`config.mk`:
```
export PLATFORM = sky130hd
export DESIGN_NAME = modbus_read_request_framer
export DESIGN_NICKNAME = d
export VERILOG_FILES = /design/src/mrf_pkg.sv /design/src/mrf_serializer.sv /design/src/modbus_read_request_framer.sv
export VERILOG_INCLUDE_DIRS = /design/src /design/src/src
export SDC_FILE = /design/constraint.sdc
export NUM_CORES = 1
export LEC_CHECK = 0
export ABC_AREA = 1
export BUFFER_PORTS_ARGS = -buffer_cell sky130_fd_sc_hd__buf_2
export CAP_MARGIN = 20
export CORE_MARGIN = 8
export CORE_UTILIZATION = 50
export CTS_BUF_LIST = sky130_fd_sc_hd__clkbuf_8
export DETAILED_ROUTE_END_ITERATION = 7
export PLACE_DENSITY = 0.71
export RECOVER_POWER = 50
export SETUP_SLACK_MARGIN = 0.3
export SYNTH_ARGS = -nofsm -noshare
export SYNTH_HDL_FRONTEND = slang
export SYNTH_HIERARCHICAL = 1
export SYNTH_SLANG_ARGS = --single-unit
```
`constraint.sdc`:
```
create_clock -name i_clk -period 3.9 [get_ports i_clk]
set_input_delay 0.78 -clock i_clk [delete_from_list [all_inputs] [get_ports i_clk]]
set_output_delay 0.78 -clock i_clk [all_outputs]
set_load 0.1 [all_outputs]
```
`src/modbus_read_request_framer_macros.svh`:
```
// Assertion helpers used by the framer's serializer RTL.
// Each check is clocked on the rising edge and is switched off while reset is held.
`ifndef MODBUS_READ_REQUEST_FRAMER_MACROS_SVH
`define MODBUS_READ_REQUEST_FRAMER_MACROS_SVH

`ifndef SYNTHESIS

// Antecedent implies consequent in the same cycle.
`define MRF_ASSERT_SAME(lbl, clk, rstn, ante, cons, msg) \
    lbl: assert property (@(posedge clk) disable iff (!(rstn)) (ante) |-> (cons)) \
        else $error(msg);

// Antecedent implies consequent in the next cycle.
`define MRF_ASSERT_NEXT(lbl, clk, rstn, ante, cons, msg) \
    lbl: assert property (@(posedge clk) disable iff (!(rstn)) (ante) |=> (cons)) \
        else $error(msg);

`else

`define MRF_ASSERT_SAME(lbl, clk, rstn, ante, cons, msg)
`define MRF_ASSERT_NEXT(lbl, clk, rstn, ante, cons, msg)

`endif

`endif

```
`src/mrf_pkg.sv`:
```
`timescale 1ns / 1ps

package mrf_pkg;

    localparam logic [7:0]  FUNC_READ_HOLDING = 8'h03;
    localparam logic [15:0] CRC_INIT          = 16'hFFFF;
    localparam logic [15:0] CRC_POLY          = 16'hA001;

    // Byte slots of the request frame, in transmit order.
    typedef enum logic [2:0] {
        POS_ADDR     = 3'd0,
        POS_FUNC     = 3'd1,
        POS_START_HI = 3'd2,
        POS_START_LO = 3'd3,
        POS_COUNT_HI = 3'd4,
        POS_COUNT_LO = 3'd5,
        POS_CRC_LO   = 3'd6,
        POS_CRC_HI   = 3'd7
    } t_pos;

    typedef struct packed {
        logic [15:0] register_count;
        logic [15:0] start_register;
        logic [7:0]  slave_address;
    } t_req;

    // One byte through the reflected CRC-16 (eight shift steps).
    function automatic logic [15:0] crc_update(input logic [15:0] crc_in,
                                               input logic [7:0]  data);
        logic [15:0] c;
        c = crc_in ^ {8'h00, data};
        for (int b = 0; b < 8; b++) begin
            if (c[0]) begin
                c = (c >> 1) ^ CRC_POLY;
            end else begin
                c = c >> 1;
            end
        end
        return c;
    endfunction

endpackage

```
`src/mrf_serializer.sv`:
```
`timescale 1ns / 1ps

`include "modbus_read_request_framer_macros.svh"

module mrf_serializer import mrf_pkg::*; (
    input  logic       i_clk,
    input  logic       i_rst_n,
    input  logic       i_req_valid,
    input  t_req       i_req,
    output logic       o_req_pop,
    input  logic       i_out_ready,
    output logic       o_out_valid,
    output logic [7:0] o_frame_byte,
    output logic [2:0] o_byte_pos,
    output logic       o_last
);

    logic        r_busy, n_busy;
    t_pos        r_pos, n_pos;
    t_req        r_req, n_req;
    logic [15:0] r_crc, n_crc;

    logic        r_out_valid, n_out_valid;
    logic [7:0]  r_out_byte, n_out_byte;
    logic [2:0]  r_out_pos, n_out_pos;
    logic        r_out_last, n_out_last;

    logic        advance;
    logic        load;
    logic [7:0]  cur_byte;

    // Pick the frame byte for the current slot.
    always_comb begin
        unique case (r_pos)
            POS_ADDR:     cur_byte = r_req.slave_address;
            POS_FUNC:     cur_byte = FUNC_READ_HOLDING;
            POS_START_HI: cur_byte = r_req.start_register[15:8];
            POS_START_LO: cur_byte = r_req.start_register[7:0];
            POS_COUNT_HI: cur_byte = r_req.register_count[15:8];
            POS_COUNT_LO: cur_byte = r_req.register_count[7:0];
            POS_CRC_LO:   cur_byte = r_crc[7:0];
            POS_CRC_HI:   cur_byte = r_crc[15:8];
        endcase
    end

    assign advance   = r_busy && (!r_out_valid || i_out_ready);
    assign load      = i_req_valid && (!r_busy || (advance && (r_pos == POS_CRC_HI)));
    assign o_req_pop = load;

    always_comb begin
        n_busy      = r_busy;
        n_pos       = r_pos;
        n_req       = r_req;
        n_crc       = r_crc;
        n_out_valid = r_out_valid;
        n_out_byte  = r_out_byte;
        n_out_pos   = r_out_pos;
        n_out_last  = r_out_last;

        if (advance) begin
            n_out_valid = 1'b1;
            n_out_byte  = cur_byte;
            n_out_pos   = r_pos;
            n_out_last  = (r_pos == POS_CRC_HI);
            n_pos       = t_pos'(r_pos + 3'd1);
            // Fold only the six body bytes into the checksum.
            if (r_pos < POS_CRC_LO) begin
                n_crc = crc_update(r_crc, cur_byte);
            end
            if (r_pos == POS_CRC_HI) begin
                n_busy = 1'b0;
            end
        end else if (i_out_ready) begin
            n_out_valid = 1'b0;
        end

        if (load) begin
            n_busy = 1'b1;
            n_pos  = POS_ADDR;
            n_req  = i_req;
            n_crc  = CRC_INIT;
        end
    end

    always_ff @(posedge i_clk) begin
        if (!i_rst_n) begin
            r_busy      <= 1'b0;
            r_pos       <= POS_ADDR;
            r_out_valid <= 1'b0;
        end else begin
            r_busy      <= n_busy;
            r_pos       <= n_pos;
            r_out_valid <= n_out_valid;
        end
    end

    always_ff @(posedge i_clk) begin
        r_req      <= n_req;
        r_crc      <= n_crc;
        r_out_byte <= n_out_byte;
        r_out_pos  <= n_out_pos;
        r_out_last <= n_out_last;
    end

    assign o_out_valid  = r_out_valid;
    assign o_frame_byte = r_out_byte;
    assign o_byte_pos   = r_out_pos;
    assign o_last       = r_out_last;

    `MRF_ASSERT_NEXT(a_pos_sequence, i_clk, i_rst_n,
        r_out_valid && i_out_ready && !r_out_last,
        !r_out_valid || (r_out_pos == ($past(r_out_pos) + 3'd1)),
        "frame byte position skipped or repeated")
    `MRF_ASSERT_SAME(a_crc_fresh, i_clk, i_rst_n,
        r_busy && (r_pos == POS_ADDR),
        r_crc == CRC_INIT,
        "checksum not seeded at frame start")
    `MRF_ASSERT_SAME(a_last_on_crc_hi, i_clk, i_rst_n,
        r_out_valid,
        r_out_last == (r_out_pos == 3'(POS_CRC_HI)),
        "last flag does not match the final byte slot")

endmodule

```
`src/modbus_read_request_framer.sv`:
```
`timescale 1ns / 1ps

// Modbus RTU read-holding-registers request framer.
// Input stream: one request per transfer, s_axis_tdata carries slave address,
// start register and register count. Output stream: the eight-byte RTU frame,
// one byte per transfer (address, 0x03, start hi/lo, count hi/lo, CRC lo/hi),
// with byte position alongside and m_axis_tlast on the CRC high byte.
// A request passes through the request buffer and then the byte engine
// before the first byte of its frame is valid. The output carries one frame
// byte per cycle while m_axis_tready stays high; the output port is the
// limit. A one-entry request buffer takes the next request while the
// current frame is still going out, so frames follow back to back. The CRC
// is accumulated one byte per cycle as the body bytes leave, except in stalls.
// Reset clears the buffer, the engine and the output valid; no clearing pass.
// When the receiver holds m_axis_tready low, the output byte holds, the
// engine stops and, once the buffer is full, s_axis_tready drops.
module modbus_read_request_framer import mrf_pkg::*; (
    input  logic        i_clk,
    input  logic        i_rst_n,
    input  logic        s_axis_tvalid,
    output logic        s_axis_tready,
    // [7:0] slave_address, [23:8] start_register, [39:24] register_count
    input  logic [39:0] s_axis_tdata,
    output logic        m_axis_tvalid,
    input  logic        m_axis_tready,
    // [7:0] frame_byte, [10:8] byte_position, [15:11] zero
    output logic [15:0] m_axis_tdata,
    output logic        m_axis_tlast
);

    logic       r_buf_valid, n_buf_valid;
    t_req       r_buf;
    logic       req_pop;
    logic [7:0] frame_byte;
    logic [2:0] byte_pos;

    // Take a request whenever the buffer is empty.
    assign s_axis_tready = !r_buf_valid;

    always_comb begin
        n_buf_valid = r_buf_valid;
        if (s_axis_tvalid && s_axis_tready) begin
            n_buf_valid = 1'b1;
        end else if (req_pop) begin
            n_buf_valid = 1'b0;
        end
    end

    always_ff @(posedge i_clk) begin
        if (!i_rst_n) begin
            r_buf_valid <= 1'b0;
        end else begin
            r_buf_valid <= n_buf_valid;
        end
    end

    // Hold request payload; no reset needed.
    always_ff @(posedge i_clk) begin
        if (s_axis_tvalid && s_axis_tready) begin
            r_buf <= t_req'(s_axis_tdata);
        end
    end

    mrf_serializer u_serializer (
        .i_clk        (i_clk),
        .i_rst_n      (i_rst_n),
        .i_req_valid  (r_buf_valid),
        .i_req        (r_buf),
        .o_req_pop    (req_pop),
        .i_out_ready  (m_axis_tready),
        .o_out_valid  (m_axis_tvalid),
        .o_frame_byte (frame_byte),
        .o_byte_pos   (byte_pos),
        .o_last       (m_axis_tlast)
    );

    assign m_axis_tdata = {5'b00000, byte_pos, frame_byte};

endmodule

```
==> implementation parameters <==
Parameter                              Value

Pwr
  Leakage power figure ... 2.42 nW
  Internal power of the cells ... 2.26 mW
  Gate power share ... 0.176
  Relative contribution of the clock network to total power ... 0.351
  Max IR drop VDD ... between 400 and 500 uV
  Sequential share of power ... 0.473
  Areal power density over the cells ... 575 nW/um^2
  Fraction of power spent switching nets ... 0.300
  P_sw ... about 970 uW

Clock tree
  Deepest level of the CTS H-tree ... 4
  Insertion delay of the later-clocked pin in the worst-skew pair ... 430 ps
  Clock transition at the registers of the reported paths ... 80 ps
  Maximum buffer depth of the clock tree ... 2
  Number of cells upsized or downsized after cts ... 0
  Total setup buffers inserted after CTS ... 0
  Sinks on Clock Net ... 114
  Number of buffers created by CTS ... 17
  Total of hold buffers inserted after clock tree synthesis ... 0
  Clock tree from TritonCTS ... done
  Root buffer cell ... sky130_fd_sc_hd__clkbuf_8

Global routing
  Maximum number of pins on one net before global-route repair ... 41
  Global-route wire length before repair ... 14500 um
  Antenna violations before repair ... 0
  Total global routing track utilization ... 0.145
  GRT Residual Overflow ... 0
  Number of global-route vias before repair ... between 3000 and 4000

Logic synthesis
  Area share of and/or/nand/nor cells after synthesis ... 0.207
  Post-synthesis sequential element count ... 114
  Synthesized-area fraction occupied by adder cells ... 0.0156
  Number of warnings issued by yosys ... 6
  Mean instance size in the synthesized netlist ... 11.0 um^2
  Post-Syn Area ... 4820 um^2
  Share of the synthesized area in compound gates (AO/OA/AOI/OAI) ... 0.0493
  Cell variety after synth ... 32
  Xor-xnor portion of the synthesized cell area ... 0.00182
  Post-synthesis cell count ... 438
  Dominant combinational cell family by area after synthesis ... simple AND/OR/NAND/NOR gates
  Mux share of post-synthesis cell area ... 0
  Sequential fraction of the synthesis area ... 0.664

Critical path
  CP Launch Type ... register
  Capturing element of the worst setup path ... u_serializer/r_crc[15]
  Worst reg2reg setup slack ... 660 ps
  WP data required ... 4190 ps
  Worst setup EP type ... register
  Reg-to-Reg End ... u_serializer/r_crc[15]
  Number of cells on the worst reg-to-reg path ... 17
  Critical path origin ... u_serializer/r_pos[2]
  Type of the setup path with the least slack ... reg2reg
  Source of the worst register-to-register timing path ... u_serializer/r_pos[2]
  Maximum fanout along the worst path ... 20
  Crit path arrival time ... 3530 ps

Finish
  Ratio of cells with drive above 1 in the final layout ... 0.221
  Synthesis-to-finish area growth ... 16.3%
  Most frequent standard cell in the layout excluding fill and tap cells ... sky130_fd_sc_hd__nand2_1
  Number of nets in the final layout ... between 500 and 600
  Antenna Cells ... 0
  Top library cells by usage in the layout, fill and taps aside ... sky130_fd_sc_hd__nand2_1 (123), sky130_fd_sc_hd__edfxtp_1 (92), sky130_fd_sc_hd__buf_2 (56)

Route
  Max layer used ... met4
  Iter 0 DRT Violations ... 193
  Detail Route met2 WL ... 4050 um
  Met1 wire length ... about 3800 um
  Average via count per standard cell ... 4.79
  Via Count ... 3128
  Detailed-route DRC error count ... 1
  Wire length on met3 ... 565 um
  Number of detailed-route iterations in the first pass ... 7
  Post-route antenna net violation count ... 0
  Routed Wire Length ... around 8800 um
  Routed length per instance ... 13.4 um

Timing
  Slew headroom ... -0.341
  Clock period minus final worst setup slack ... 3240 ps
  Hold violation count in the final report ... 0
  Number of pins exceeding their max-slew limit in the final report ... 41
  Worst hold slack ... 416 ps
  Maximum clock frequency ... 309 MHz
  Slew at the pin closest to its max-slew limit ... 2010 ps
  Worst setup skew after layout ... 11.5 ps
  Post-route clock period utilization ... 0.830
  Total negative setup slack ... 0 ps
  Final Setup Violations ... 0
  Setup slack after layout ... 663 ps
  Setup repair after global routing missed its margin ... false

Place
  Total of buffers placed on input and output ports ... 57
  HPWL reported at the end of detailed placement ... 6300 um
  Pre-CTS setup slack ... 712 ps
  Final GP Congestion ... 0.873

Flow run
  Max cap viols ... 1

Die
  Starting utilization of the core area ... 0.505
  I/O pin cnt ... 63
  Height of the chip ... 114 um
  DIE AREA ... around 13000 um^2
  Number of placement rows ... 36
  X dimension of the die ... 114 um
  Core Footprint ... 9550 um^2

Worst hold path
  Type of the worst min-delay path ... reg2reg

Outcome
  Outcome ... complete, but fails checks
  Violated checks ... DRC, capacitance limit, slew limit
-- critical path, stage by stage (launching register included) --
cell and delay [ps]:
sky130_fd_sc_hd__dfxtp_1 800, sky130_fd_sc_hd__inv_1 200, sky130_fd_sc_hd__ha_1 430, sky130_fd_sc_hd__nor2_8 150
sky130_fd_sc_hd__nand3_4 180, sky130_fd_sc_hd__or2_1 310, sky130_fd_sc_hd__o21ai_2 90, sky130_fd_sc_hd__nand2_1 90
sky130_fd_sc_hd__nand2_2 100, sky130_fd_sc_hd__nand2_1 60, sky130_fd_sc_hd__nand2_1 90, sky130_fd_sc_hd__nand2_1 90
sky130_fd_sc_hd__nand2_1 90, sky130_fd_sc_hd__nand2_2 70, sky130_fd_sc_hd__nand2_2 90, sky130_fd_sc_hd__nand2_1 70
sky130_fd_sc_hd__nand3_1 90, sky130_fd_sc_hd__o211ai_1 80
-- per-stage QoR --
stage	instance area, um^2	power (mW)	std cells	utilization
after floorplan	4840	1.98	442	-
after global placement	5200	2.09	621	0.545
after detailed placement	5200	2.11	621	0.545
after CTS	5620	3.25	653	0.588
after global routing	5610	3.39	653	0.587
final	5610	3.22	653	0.587
-- Yosys cell counts --
| cell | number | share of area |
|---|---|---|
| sky130_fd_sc_hd__nand2_1 | 122 | 0.095 |
| sky130_fd_sc_hd__edfxtp_1 | 92 | 0.57 |
| sky130_fd_sc_hd__nand3_1 | 51 | 0.053 |
| sky130_fd_sc_hd__inv_1 | 46 | 0.036 |
| sky130_fd_sc_hd__dfxtp_1 | 22 | 0.091 |
| sky130_fd_sc_hd__nand2_2 | 15 | 0.019 |
| sky130_fd_sc_hd__nor2_1 | 15 | 0.012 |
| sky130_fd_sc_hd__a21oi_1 | 13 | 0.013 |
| sky130_fd_sc_hd__o211ai_1 | 10 | 0.016 |
| sky130_fd_sc_hd__o21ai_0 | 8 | 0.0083 |
| sky130_fd_sc_hd__buf_4 | 6 | 0.0093 |
| sky130_fd_sc_hd__ha_1 | 6 | 0.016 |
| sky130_fd_sc_hd__or2_1 | 6 | 0.0078 |
| sky130_fd_sc_hd__buf_6 | 4 | 0.0093 |
| sky130_fd_sc_hd__clkbuf_1 | 2 | 0.0016 |
| sky130_fd_sc_hd__nand3_2 | 2 | 0.0042 |
| sky130_fd_sc_hd__nor2_4 | 2 | 0.0047 |
| sky130_fd_sc_hd__o21ai_2 | 2 | 0.0036 |
| sky130_fd_sc_hd__a21oi_2 | 1 | 0.0018 |
| sky130_fd_sc_hd__buf_2 | 1 | 0.0010 |
| sky130_fd_sc_hd__buf_8 | 1 | 0.0031 |
| sky130_fd_sc_hd__clkinv_1 | 1 | 0.00078 |
| sky130_fd_sc_hd__conb_1 | 1 | 0.00078 |
| sky130_fd_sc_hd__inv_2 | 1 | 0.00078 |
| sky130_fd_sc_hd__nand3_4 | 1 | 0.0036 |
| sky130_fd_sc_hd__nor2_8 | 1 | 0.0042 |
| sky130_fd_sc_hd__o2111ai_1 | 1 | 0.0018 |
| sky130_fd_sc_hd__o21ai_4 | 1 | 0.0034 |
| sky130_fd_sc_hd__o22ai_1 | 1 | 0.0013 |
| sky130_fd_sc_hd__or2_2 | 1 | 0.0013 |
| sky130_fd_sc_hd__or2_4 | 1 | 0.0018 |
| sky130_fd_sc_hd__xor2_1 | 1 | 0.0018 |
-- logic make-up after synthesis --
kind of cell,count (synthesis)
AO/OA/AOI/OAI,37
other,1
adder cells (fa/ha/maj),6
XOR/XNOR,1
AND/OR/NAND/NOR,217
buffers and inverters,62
flip-flops,114
-- worst min path at each step --
stage / startpoint / to / slack, ps / cells after the start
floorplan: r_buf[0] / u_serializer/r_req[0] / 400 / 0
detailed placement: r_buf[19] / u_serializer/r_req[19] / 400 / 0
finish: r_buf[37] / u_serializer/r_req[37] / 420 / 0
CTS: r_buf[19] / u_serializer/r_req[19] / 420 / 0
global placement: r_buf[3] / u_serializer/r_req[3] / 400 / 0
global route: r_buf[37] / u_serializer/r_req[37] / 420 / 0
-- power groups by stage --
stage	sequential (mW)	combinational, mW	clock [mW]
floorplan	1.59	0.389	0
global placement	1.54	0.547	0
detailed placement	1.54	0.564	0
CTS	1.52	0.565	1.16
global route	1.53	0.642	1.22
finish	1.52	0.567	1.13
-- cell type report --
type                    instances  area, um^2
clock buffers                  17         234
clock inverters                15         181
fillers                       804        3940
inverters                      48         180
multi-input cells             266        1340
flip-flops and latches        114        3200
well taps                     133         166
repair buffers                 60         303
-- registers in the layout, summed over array words and instances, names as in the netlist --
signal and flops:
u_serializer/o_byte_pos 3, r_buf_valid 1, u_serializer/r_req 40, u_serializer/o_out_valid 1
r_buf 40, u_serializer/r_crc 16, u_serializer/r_busy 1, u_serializer/r_pos 3
u_serializer/o_last 1, u_serializer/o_frame_byte 8
-- layer usage --
layer,global-route usage,up-vias
met2,0.226,105
met3,0.0533,24
met5,0,-
met4,0.0825,0
met1,0.170,1398
li1,-,1601
Power figures use the tool's default switching activity.
